### src/sv/ghash_pkg.sv
`default_nettype none
// -----------------------------------------------------------------------------
// ghash_pkg
// Shared widths, register indexes and types for the GHASH authenticator.
// -----------------------------------------------------------------------------
package ghash_pkg;

    // Field and datapath widths
    localparam int HALF_W  = 64;
    localparam int BLK_W   = 2 * HALF_W;
    localparam int CNT_W   = 5;
    localparam int BYTES_W = 61;
    localparam int LEN_W   = 3;                // bytes to bits shift
    localparam int CFG_IDX_W = 2;

    // Multiplier digit size: operand bits consumed per cycle
    localparam int DIGIT_W = 8;
    localparam int STEPS   = BLK_W / DIGIT_W;
    localparam int STEP_W  = $clog2(STEPS);

    // Bytes in one block
    localparam int BLK_BYTES = BLK_W / 8;

    // Reflected reduction constant for GF(2^128)
    localparam logic [BLK_W-1:0] GH_REDUCE = {8'hE1, {(BLK_W - 8){1'b0}}};

    // Configuration register indexes
    localparam logic [CFG_IDX_W-1:0] CFG_HASH_KEY_HI = CFG_IDX_W'(0);
    localparam logic [CFG_IDX_W-1:0] CFG_HASH_KEY_LO = CFG_IDX_W'(1);

    // Multiplier status toward the sequencer
    typedef struct packed {
        logic busy;
        logic done;
    } t_mul_stat;

endpackage
`default_nettype wire

### src/sv/ghash_ifs.sv
`default_nettype none
// -----------------------------------------------------------------------------
// ghash interfaces
// Valid/ready channels for data items, configuration writes and tags.
// -----------------------------------------------------------------------------

// Data block item
interface ghash_in_if;
    logic                         valid;
    logic                         ready;
    logic [ghash_pkg::HALF_W-1:0] block_hi;
    logic [ghash_pkg::HALF_W-1:0] block_lo;
    logic [ghash_pkg::CNT_W-1:0]  byte_count;
    logic                         last;

    modport source (output valid, block_hi, block_lo, byte_count, last, input ready);
    modport sink   (input valid, block_hi, block_lo, byte_count, last, output ready);
endinterface

// Tag item
interface ghash_out_if;
    logic                         valid;
    logic                         ready;
    logic [ghash_pkg::HALF_W-1:0] tag_hi;
    logic [ghash_pkg::HALF_W-1:0] tag_lo;

    modport source (output valid, tag_hi, tag_lo, input ready);
    modport sink   (input valid, tag_hi, tag_lo, output ready);
endinterface

// Register write
interface ghash_cfg_if;
    logic                            valid;
    logic                            ready;
    logic [ghash_pkg::CFG_IDX_W-1:0] index;
    logic [ghash_pkg::HALF_W-1:0]    data;

    modport source (output valid, index, data, input ready);
    modport sink   (input valid, index, data, output ready);
endinterface
`default_nettype wire

### src/sv/ghash_gf128_authenticator.sv
`default_nettype none
// -----------------------------------------------------------------------------
// ghash_gf128_authenticator
// GCM GHASH over message blocks with key H in two registers; emits the tag.
// -----------------------------------------------------------------------------
//  Channel  Dir  Payload                               Handshake
//  i_in     in   block_hi, block_lo, byte_count, last  valid/ready
//  i_cfg    in   index, data (hash key halves)         valid/ready, always ready
//  o_tag    out  tag_hi, tag_lo                        valid/ready
//
//  A block with nonzero count passes through the multiplier once, then the
//  sequencer returns to idle; a last item adds a multiply of the length block
//  and a load of the tag register. The 8-bit-per-cycle GF multiplier sets the
//  pace.
//  Reset clears the key, accumulator and byte total. A waiting tag stalls the
//  next tag only; a full tag register holds the sequencer before loading.
// -----------------------------------------------------------------------------
module ghash_gf128_authenticator (
    input  wire logic  i_clk,
    input  wire logic  i_rst_n,
    ghash_in_if.sink   i_in,
    ghash_cfg_if.sink  i_cfg,
    ghash_out_if.source o_tag
);
    import ghash_pkg::*;

    typedef enum logic [3:0] {
        S_IDLE  = 4'b0001,
        S_DATA  = 4'b0010,
        S_LEN   = 4'b0100,
        S_FLUSH = 4'b1000
    } t_state;

    t_state             r_state, n_state;
    logic [BLK_W-1:0]   r_acc, n_acc;
    logic [BYTES_W-1:0] r_bytes, n_bytes;
    logic               r_last, n_last;
    logic [BLK_W-1:0]   r_tag, n_tag;
    logic               r_tag_vld, n_tag_vld;
    logic [HALF_W-1:0]  r_key_hi;
    logic [HALF_W-1:0]  r_key_lo;

    logic               in_acc;
    logic               tag_free;
    logic [CNT_W-1:0]   cnt_sat;
    logic [BLK_W-1:0]   pad_mask;
    logic [BLK_W-1:0]   len_blk;
    logic               mul_start;
    logic [BLK_W-1:0]   mul_x;
    logic [BLK_W-1:0]   mul_prod;
    t_mul_stat          mul_stat;

    // Shared multiplier
    ghash_gfmul u_gfmul (
        .i_clk   (i_clk),
        .i_rst_n (i_rst_n),
        .i_start (mul_start),
        .i_x     (mul_x),
        .i_key   ({r_key_hi, r_key_lo}),
        .o_prod  (mul_prod),
        .o_stat  (mul_stat)
    );

    // Key registers
    assign i_cfg.ready = 1'b1;

    always_ff @(posedge i_clk) begin
        if (!i_rst_n) begin
            r_key_hi <= '0;
            r_key_lo <= '0;
        end else if (i_cfg.valid) begin
            case (i_cfg.index)
                CFG_HASH_KEY_HI: r_key_hi <= i_cfg.data;
                CFG_HASH_KEY_LO: r_key_lo <= i_cfg.data;
                default: ;
            endcase
        end
    end

    // Saturate count and build the leading-byte mask
    always_comb begin
        cnt_sat = (i_in.byte_count > CNT_W'(BLK_BYTES)) ? CNT_W'(BLK_BYTES)
                                                        : i_in.byte_count;
        for (int i = 0; i < BLK_BYTES; i++) begin
            pad_mask[BLK_W-1-8*i -: 8] = (CNT_W'(i) < cnt_sat) ? 8'hFF : 8'h00;
        end
    end

    assign len_blk  = {{HALF_W{1'b0}}, r_bytes, {LEN_W{1'b0}}};
    assign in_acc   = i_in.valid && i_in.ready;
    assign tag_free = !r_tag_vld || o_tag.ready;

    // Sequencer
    always_comb begin
        n_state   = r_state;
        n_acc     = r_acc;
        n_bytes   = r_bytes;
        n_last    = r_last;
        n_tag     = r_tag;
        n_tag_vld = r_tag_vld && !o_tag.ready;
        mul_start = 1'b0;
        mul_x     = '0;
        case (r_state)
            S_IDLE: begin
                if (in_acc) begin
                    if (cnt_sat != '0) begin
                        mul_start = 1'b1;
                        mul_x     = r_acc ^ ({i_in.block_hi, i_in.block_lo} & pad_mask);
                        n_bytes   = r_bytes + BYTES_W'(cnt_sat);
                        n_last    = i_in.last;
                        n_state   = S_DATA;
                    end else if (i_in.last) begin
                        mul_start = 1'b1;
                        mul_x     = r_acc ^ len_blk;
                        n_state   = S_LEN;
                    end
                end
            end
            S_DATA: begin
                if (mul_stat.done) begin
                    n_acc = mul_prod;
                    if (r_last) begin
                        mul_start = 1'b1;
                        mul_x     = mul_prod ^ len_blk;
                        n_state   = S_LEN;
                    end else begin
                        n_state = S_IDLE;
                    end
                end
            end
            S_LEN: begin
                if (mul_stat.done) begin
                    n_acc   = mul_prod;
                    n_state = S_FLUSH;
                end
            end
            S_FLUSH: begin
                if (tag_free) begin
                    n_tag     = r_acc;
                    n_tag_vld = 1'b1;
                    n_acc     = '0;
                    n_bytes   = '0;
                    n_state   = S_IDLE;
                end
            end
            default: begin
                n_state = S_IDLE;
            end
        endcase
    end

    // Control and state registers
    always_ff @(posedge i_clk) begin
        if (!i_rst_n) begin
            r_state   <= S_IDLE;
            r_acc     <= '0;
            r_bytes   <= '0;
            r_last    <= 1'b0;
            r_tag_vld <= 1'b0;
        end else begin
            r_state   <= n_state;
            r_acc     <= n_acc;
            r_bytes   <= n_bytes;
            r_last    <= n_last;
            r_tag_vld <= n_tag_vld;
        end
    end

    // Tag payload
    always_ff @(posedge i_clk) begin
        r_tag <= n_tag;
    end

    assign i_in.ready   = (r_state == S_IDLE);
    assign o_tag.valid  = r_tag_vld;
    assign o_tag.tag_hi = r_tag[BLK_W-1:HALF_W];
    assign o_tag.tag_lo = r_tag[HALF_W-1:0];

    // Checks
    a_idle_mul_quiet: assert property (@(posedge i_clk) disable iff (!i_rst_n)
        i_in.ready |-> !mul_stat.busy)
        else $error("input ready while multiplier busy");

    a_done_in_work: assert property (@(posedge i_clk) disable iff (!i_rst_n)
        mul_stat.done |-> (r_state == S_DATA || r_state == S_LEN))
        else $error("multiplier done outside a work state");

    a_flush_clears: assert property (@(posedge i_clk) disable iff (!i_rst_n)
        (r_state == S_FLUSH && tag_free) |=> (r_acc == '0 && r_bytes == '0 && r_tag_vld))
        else $error("tag load did not clear message state");

endmodule
`default_nettype wire

### src/sv/ghash_gfmul.sv
`default_nettype none
// -----------------------------------------------------------------------------
// ghash_gfmul
// Digit-serial GF(2^128) multiplier, GCM bit order, eight bits per cycle.
// -----------------------------------------------------------------------------
module ghash_gfmul (
    input  wire logic                          i_clk,
    input  wire logic                          i_rst_n,
    input  wire logic                          i_start,
    input  wire logic [ghash_pkg::BLK_W-1:0]   i_x,
    input  wire logic [ghash_pkg::BLK_W-1:0]   i_key,
    output logic      [ghash_pkg::BLK_W-1:0]   o_prod,
    output ghash_pkg::t_mul_stat               o_stat
);
    import ghash_pkg::*;

    logic [BLK_W-1:0]  r_x;
    logic [BLK_W-1:0]  r_z;
    logic [BLK_W-1:0]  r_v;
    logic [STEP_W-1:0] r_cnt;
    logic              r_busy;
    logic              r_done;

    logic [BLK_W-1:0]  n_z;
    logic [BLK_W-1:0]  n_v;

    // One digit: accumulate shifted key for each set bit, MSB first
    always_comb begin
        logic carry;
        n_z = r_z;
        n_v = r_v;
        for (int j = 0; j < DIGIT_W; j++) begin
            if (r_x[BLK_W-1-j]) begin
                n_z = n_z ^ n_v;
            end
            carry = n_v[0];
            n_v   = (n_v >> 1) ^ (carry ? GH_REDUCE : '0);
        end
    end

    // Start on request, then advance one digit a cycle while busy
    always_ff @(posedge i_clk) begin
        if (!i_rst_n) begin
            r_busy <= 1'b0;
            r_done <= 1'b0;
            r_cnt  <= '0;
        end else begin
            r_done <= 1'b0;
            if (i_start) begin
                r_busy <= 1'b1;
                r_cnt  <= '0;
            end else if (r_busy) begin
                r_cnt <= r_cnt + STEP_W'(1);
                if (r_cnt == STEP_W'(STEPS - 1)) begin
                    r_busy <= 1'b0;
                    r_done <= 1'b1;
                end
            end
        end
    end

    // Operand and product registers
    always_ff @(posedge i_clk) begin
        if (i_start) begin
            r_x <= i_x;
            r_v <= i_key;
            r_z <= '0;
        end else if (r_busy) begin
            r_x <= r_x << DIGIT_W;
            r_v <= n_v;
            r_z <= n_z;
        end
    end

    assign o_prod      = r_z;
    assign o_stat.busy = r_busy;
    assign o_stat.done = r_done;

endmodule
`default_nettype wire
### src/flat_wrapper.sv
// flat-port wrapper written by rule: the top's interface ports become plain ports
module ghash_gf128_authenticator_flat import ghash_pkg::*;
  (i_clk, i_rst_n, i_in_valid, i_in_block_hi, i_in_block_lo, i_in_byte_count, i_in_last, i_in_ready, i_cfg_valid, i_cfg_index, i_cfg_data, i_cfg_ready, o_tag_valid, o_tag_tag_hi, o_tag_tag_lo, o_tag_ready);
  ghash_in_if i_in_i ();
  ghash_cfg_if i_cfg_i ();
  ghash_out_if o_tag_i ();
  input  wire logic i_clk;
  input  wire logic i_rst_n;
  input wire logic [$bits(i_in_i.valid)-1:0] i_in_valid;
  input wire logic [$bits(i_in_i.block_hi)-1:0] i_in_block_hi;
  input wire logic [$bits(i_in_i.block_lo)-1:0] i_in_block_lo;
  input wire logic [$bits(i_in_i.byte_count)-1:0] i_in_byte_count;
  input wire logic [$bits(i_in_i.last)-1:0] i_in_last;
  output wire logic [$bits(i_in_i.ready)-1:0] i_in_ready;
  input wire logic [$bits(i_cfg_i.valid)-1:0] i_cfg_valid;
  input wire logic [$bits(i_cfg_i.index)-1:0] i_cfg_index;
  input wire logic [$bits(i_cfg_i.data)-1:0] i_cfg_data;
  output wire logic [$bits(i_cfg_i.ready)-1:0] i_cfg_ready;
  output wire logic [$bits(o_tag_i.valid)-1:0] o_tag_valid;
  output wire logic [$bits(o_tag_i.tag_hi)-1:0] o_tag_tag_hi;
  output wire logic [$bits(o_tag_i.tag_lo)-1:0] o_tag_tag_lo;
  input wire logic [$bits(o_tag_i.ready)-1:0] o_tag_ready;
  assign i_in_i.valid = i_in_valid;
  assign i_in_i.block_hi = i_in_block_hi;
  assign i_in_i.block_lo = i_in_block_lo;
  assign i_in_i.byte_count = i_in_byte_count;
  assign i_in_i.last = i_in_last;
  assign i_in_ready = i_in_i.ready;
  assign i_cfg_i.valid = i_cfg_valid;
  assign i_cfg_i.index = i_cfg_index;
  assign i_cfg_i.data = i_cfg_data;
  assign i_cfg_ready = i_cfg_i.ready;
  assign o_tag_valid = o_tag_i.valid;
  assign o_tag_tag_hi = o_tag_i.tag_hi;
  assign o_tag_tag_lo = o_tag_i.tag_lo;
  assign o_tag_i.ready = o_tag_ready;
  ghash_gf128_authenticator u_core (.i_clk(i_clk), .i_rst_n(i_rst_n), .i_in(i_in_i), .i_cfg(i_cfg_i), .o_tag(o_tag_i));
endmodule
### config.mk
export PLATFORM = sky130hd
export DESIGN_NAME = ghash_gf128_authenticator_flat
export DESIGN_NICKNAME = d
export VERILOG_FILES = /design/src/sv/ghash_pkg.sv /design/src/sv/ghash_ifs.sv /design/src/sv/ghash_gf128_authenticator.sv /design/src/sv/ghash_gfmul.sv /design/src/flat_wrapper.sv
export SDC_FILE = /design/constraint.sdc
export NUM_CORES = 2
export LEC_CHECK = 0
export BUFFER_PORTS_ARGS = -buffer_cell sky130_fd_sc_hd__buf_2
export CORE_UTILIZATION = 67
export CTS_BUF_LIST = sky130_fd_sc_hd__clkbuf_16
export DETAILED_ROUTE_END_ITERATION = 8
export PLACE_DENSITY_LB_ADDON = 0.1
export SLEW_MARGIN = 10
export SYNTH_ARGS = -nofsm -noshare
export SYNTH_HDL_FRONTEND = slang
export SYNTH_SLANG_ARGS = --single-unit
### constraint.sdc
create_clock -name i_clk -period 18.7 [get_ports i_clk]
set_clock_uncertainty 0.1 [all_clocks]
set_input_delay 1.87 -clock i_clk [delete_from_list [all_inputs] [get_ports i_clk]]
set_output_delay 1.87 -clock i_clk [all_outputs]
set_load 0.1 [all_outputs]
After elaboration in Yosys (flattened, before gate mapping)
Cells that the tools add are included.

word-level totals
  flip-flop bits (word level) = 841
  output and inout bits = 131
  input port bits = 205
  word-level logic and storage cells = 158

operators by class
  muxes and demuxes = 70
  $add $sub $neg = 2
  eq/ne operators = 13
  $lt $le $gt $ge = 17
  bitwise logic cells = 22
  reductions and logical operators = 20

operators with widths
  operator                                                                      count
  128-bit two-way mux                                                           27
  128-bit XOR                                                                   9
  127-bit by 128-bit XOR with 128-bit output                                    8
  128-bit one-hot mux with 2 select lines                                       2
  128-bit by 64-bit XOR with 128-bit output                                     2
  61-bit two-way mux                                                            3
  128-bit AND                                                                   1
  8-bit two-way mux                                                             16
  61-bit one-hot mux with 2 select lines                                        1
  61-bit by 5-bit adder with 61-bit output                                      1
  4-bit by 5-bit less-than comparator with 1-bit output (first input constant)  8
  4-bit two-way mux                                                             6
  3-bit by 5-bit less-than comparator with 1-bit output (first input constant)  4
  4-bit one-hot mux with 4 select lines                                         1
  1-bit two-way mux                                                             11
  1-bit by 5-bit less-than comparator with 1-bit output (first input constant)  2
  2-bit by 5-bit less-than comparator with 1-bit output (first input constant)  2
  4-bit equality test (second input constant)                                   2
  2-bit inequality test (second input constant)                                 4
  2-bit AND reduction                                                           3
  3-bit AND reduction                                                           2
  2-bit nonzero test                                                            3
  5-bit greater-than comparator (second input constant)                         1
  5-bit two-way mux                                                             1
  19 further kinds                                                              24

Longest topological paths before layout
  depth after elaboration = 18
  depth in mapped cells = 14
  gate-level depth less buffers = 11

Hierarchy
From an unflattened synthesis, not the netlist that was laid out.

unflattened totals
  cell total of the unflattened synthesis = 5739
  area, all modules = 50285.7 µm²

by module, submodules not included
  module                     area an instance (µm²)  cells an instance  sequential area each (µm²)  times used
  ghash_gfmul                29009.1                 3343               10369.9                     1
  ghash_gf128_authenticator  21276.7                 2396               10309.9                     1

Least setup slack after synthesis
OpenSTA, ideal clock, no wires.

  path type = input to register
  start point = input i_in_byte_count[3]
  end point = register u_core.u_gfmul.r_v[0] (enable)
  buffers on the path = 2
  setup time = 0.632 ns
  slack = 9.638 ns
  data required time = 17.968 ns
  data arrival time = 8.330 ns
  stages on the path = 7
  path through = buf_2 > nor3_2 > nand2b_1 > buf_2 > nor3_1 > nor2_1 > or3_1

between the ends
  cells in the longest elaborated chain, start to end = 7

ends and longest elaborated chain
  what                                     RTL line                          source
  start, declared                          flat_wrapper.sv:12                input wire logic [$bits(i_in_i.byte_count)-1:0] i_in_byte_count;
  5-bit greater-than comparator            ghash_gf128_authenticator.sv:82   cnt_sat = (i_in.byte_count > CNT_W'(BLK_BYTES)) ? CNT_W'(BLK_BYTES)
  5-bit two-way mux *                      ghash_gf128_authenticator.sv:82
  5-bit nonzero test *                     ghash_gf128_authenticator.sv:106  if (cnt_sat != '0) begin
  1-bit two-way mux *                      ghash_gf128_authenticator.sv:106
  1-bit two-way mux *                      ghash_gf128_authenticator.sv:105  if (in_acc) begin
  1-bit one-hot mux with 2 select lines *  ghash_gf128_authenticator.sv:103  case (r_state)
  2-bit nonzero test (no line) *           --
  end signal, assigned                     ghash_gfmul.sv:66                 r_v <= i_key;
  end signal, assigned                     ghash_gfmul.sv:70                 r_v <= n_v;
  end, declared                            ghash_gfmul.sv:19                 logic [BLK_W-1:0] r_v;

Mark *: on every way between the ends. The rest lies on a longest branch, timed or not.
A chain may end at the register's enable or synchronous reset.

Final worst setup path
  start point = input i_in_byte_count[4]
  end point = register u_core.u_gfmul.r_v[59], data pin

between the ends
  cells in the longest elaborated chain, start to end = 7

ends and longest elaborated chain
  what                                     RTL line                          source
  5-bit greater-than comparator            ghash_gf128_authenticator.sv:82
  5-bit two-way mux *                      ghash_gf128_authenticator.sv:82
  5-bit nonzero test *                     ghash_gf128_authenticator.sv:106
  1-bit two-way mux *                      ghash_gf128_authenticator.sv:106
  1-bit two-way mux *                      ghash_gf128_authenticator.sv:105
  1-bit one-hot mux with 2 select lines *  ghash_gf128_authenticator.sv:103
  128-bit two-way mux *                    ghash_gfmul.sv:64                 if (i_start) begin

Marked as above.

==> metrics.csv <==
metric,value,unit
main flop type after synthesis,dfxtp_1,
PortBufs,334,
syn avg cell area,8.26,um^2
Post-synth EDFFs,384,
crit-path max FO,94,
critical path class,in -> reg,
H-tree Lvls,3,
first-iteration detailed-routing DRC count,5875,
worst slew pin tran,1270,ps
Final Max Slew Viols,0,
Max Fclk,149,MHz
Rows,99,
Setup crit end,u_core.u_gfmul.r_v[59]$_DFFE_PP_,
GRT Util Overall,0.377,
syn nets,6193,
Reg2Reg Setup Slack,13690,ps
P_int,5.03,mW
core area,73000,um^2
final setup violation count,0,
sequential fraction of the synthesis area,0.419,
failing checks,DRC,
Vias/cell,5.92,
asr flop ratio synth,0,
vias in the first global route,37200,
final wirelength,144000,um
DRT Pass-1 Iters,9,
metal2 WL,63800,um
clock root buffer,clkbuf_16,
minimum period implied by the final worst setup slack,6720,ps
total of max-cap violations,0,
CP Launch Point,i_in_byte_count[4],
R2R depth,8,
"Data required, critical path",19120,ps
critical path endpoint category,flip-flop,
post-cts hold buffer count,0,
Nets,6157,
synth warn,0,
Max VDD drop,102,uV
n_diodes,0,
Post-DRT Antenna Nets,0,
"area leader, netlist",edfxtp_1,
Layout area overhead,8.67,%
Setup TNS Final,0,ps
area of the mapped netlist,49400,um^2
PostCTS Resize Cnt,0,
final worst slack,11990,ps
share of cells above drive strength 1,0.0890,
TritonCTS clock tree,built,
worst flop-to-flop path endpoint,u_core.u_gfmul.r_x[26]$_DFFE_PP_,
GPL Wtd Cong,0.969,
"top cells by area, synth","edfxtp_1, dfxtp_1, nand2_1",
post-route design area,53700,um^2
Sw Pwr,3.50,mW
CTS buffer count,87,
CTS sink cnt,841,
pin count of the biggest net entering global routing,166,
die height,274,um
Worst setup SP type,input port,
Final Cycle Share,0.359,
Power Total,8.54,mW
Hold WS,366,ps
most frequent cells in the layout,"nand2_1, xnor2_1, dfxtp_1, xor2_1, edfxtp_1",
worst slack at placement,11520,ps
PwrDens,159,nW/um^2
Synth top area share,0.233,
Unique masters post-synth,63,
CTS max path bufs,3,
DP Wirelength,96000,um
status,"finished, violations left",
postcts setup bufs,0,
Worst-path clk slew,60,ps
grt ovf,0,
I/O pin cnt,336,
switching share of total power,0.410,
min-delay worst type,reg -> reg,
Initial Util,0.677,
Die ar.,74800,um^2
Post-Synthesis Cells,5981,
vias,41300,
Crit path arrival time,7140,ps
met3 WL,16700,um
initial antenna violation count,0,
placed cells,6815,
uppermost layer routed,met4,
R2R Path Start,u_core.r_state[0]$_SDFFE_PN1P_,
RSZ-0062 raised after global routing,false,
Die Span X,274,um
clock latency on the worst-skew pair,670,ps
fill count,5615,
Clock power frac,0.204,
fin cells,6979,
Comb pwr share,0.454,
"most common cell after layout, fill and taps aside",nand2_1,
Reg power frac,0.342,
Static Leak,20.2,nW
final hold viol count,0,
global-route wire length before repair,220000,um
Seq cells post-synth,841,
dpl cell area,50800,um^2
"Core Util, Final",0.736,
final routed DRC violation total,2,
Slew Limit Headroom,0.152,
routed length per instance,20.7,um
Routed met1 length,58900,um
==> per-layer routing <==
metal,vias to the layer above,track usage
met5,-,0
met4,0,0.129
met3,262,0.0600
met2,2390,0.569
met1,19500,0.550
li1,19100,-
==> power groups by stage <==
stage	sequential, mW	clock, mW	combinational (mW)
2_1_floorplan	2.62	0	3.28
3_3_place_gp	2.91	0	3.76
3_5_place_dp	2.91	0	3.84
4_1_cts	2.88	1.75	3.86
5_1_grt	2.93	1.82	4.24
6_report	2.92	1.74	3.88
==> worst min-delay path by stage <==
stage | slack [ps] | end | start | cells past startpoint
2_1_floorplan | 340 | u_core.u_gfmul.r_done$_SDFF_PP0_ | u_core.u_gfmul.r_cnt[3]$_SDFFE_PP0P_ | 2
3_3_place_gp | 350 | u_core.r_key_lo[23]$_SDFFE_PN0P_ | u_core.r_key_lo[23]$_SDFFE_PN0P_ | 2
3_5_place_dp | 360 | u_core.r_key_hi[10]$_SDFFE_PN0P_ | u_core.r_key_hi[10]$_SDFFE_PN0P_ | 2
4_1_cts | 370 | u_core.r_key_hi[10]$_SDFFE_PN0P_ | u_core.r_key_hi[10]$_SDFFE_PN0P_ | 2
5_1_grt | 380 | u_core.r_tag[90]$_DFFE_PP_ | u_core.r_acc[90]$_SDFFE_PN0P_ | 0
6_report | 370 | u_core.r_key_lo[33]$_SDFFE_PN0P_ | u_core.r_key_lo[33]$_SDFFE_PN0P_ | 2
==> Yosys cell counts (4+ instances only) <==
cell type,count
dfxtp_1,457
xnor2_1,878
xor2_1,436
a221o_1,8
and4_1,6
a222oi_1,48
ha_1,6
a21oi_1,66
and2_1,4
o22ai_1,62
nand3_1,194
a22oi_1,55
nor3_1,10
buf_2,11
edfxtp_1,384
nor2_1,247
nand4_1,12
nand2b_1,7
and3_1,12
o21ai_0,87
a21boi_0,259
nand2_1,2069
clkbuf_1,449
o211ai_1,4
a21o_1,4
nor2b_1,11
o21a_1,11
inv_1,63
mux2i_1,12
o221ai_1,6
or3_1,14
buf_1,44
==> area by class of cell <==
type                            count  area, um^2  area share
Multi-Input combinational cell   4570       26600       0.496
Clock buffer                       93        2330      0.0434
Clock inverter                     71         554      0.0103
Timing Repair Buffer              382        2050      0.0382
Inverter                           63         239     0.00445
Sequential cell                   841       20700       0.385
Tap cell                          959        1200      0.0224
==> cell families (layout without fill, tap and decap cells) <==
family | after synthesis | in the layout | share of synthesized area
AOI/OAI and AO/OA | 627 | 627 | 0.0899
xor gates and xnor gates | 1317 | 1317 | 0.234
adders and majority gates | 7 | 7 | 0.00192
buffers and inverters | 570 | 609 | 0.0438
DFF | 841 | 841 | 0.419
muxes | 13 | 13 | 0.00266
other | 1 | 1 | 0.0000759
and+or+nand+nor | 2605 | 2605 | 0.209
==> worst max-delay path: stages <==
cell and delay (ps):
buf_2 380, nor3_2 150, nand2b_1 430, or3_1 920, nand2_2 810, nand2_4 520
buf_4 820, buf_4 800, nand2_1 180, nand2_1 110
==> registers in the layout, summed over array words and instances (netlist names), 4 cells and up <==
name                   count
u_core.u_gfmul.r_x       128
u_core.u_gfmul.r_cnt       4
u_core.r_state             4
u_core.u_gfmul.o_prod    128
u_core.r_tag             128
u_core.r_key_hi           64
u_core.r_acc             128
u_core.r_bytes            61
u_core.r_key_lo           64
u_core.u_gfmul.r_v       128
Power figures use the tool's default switching activity.
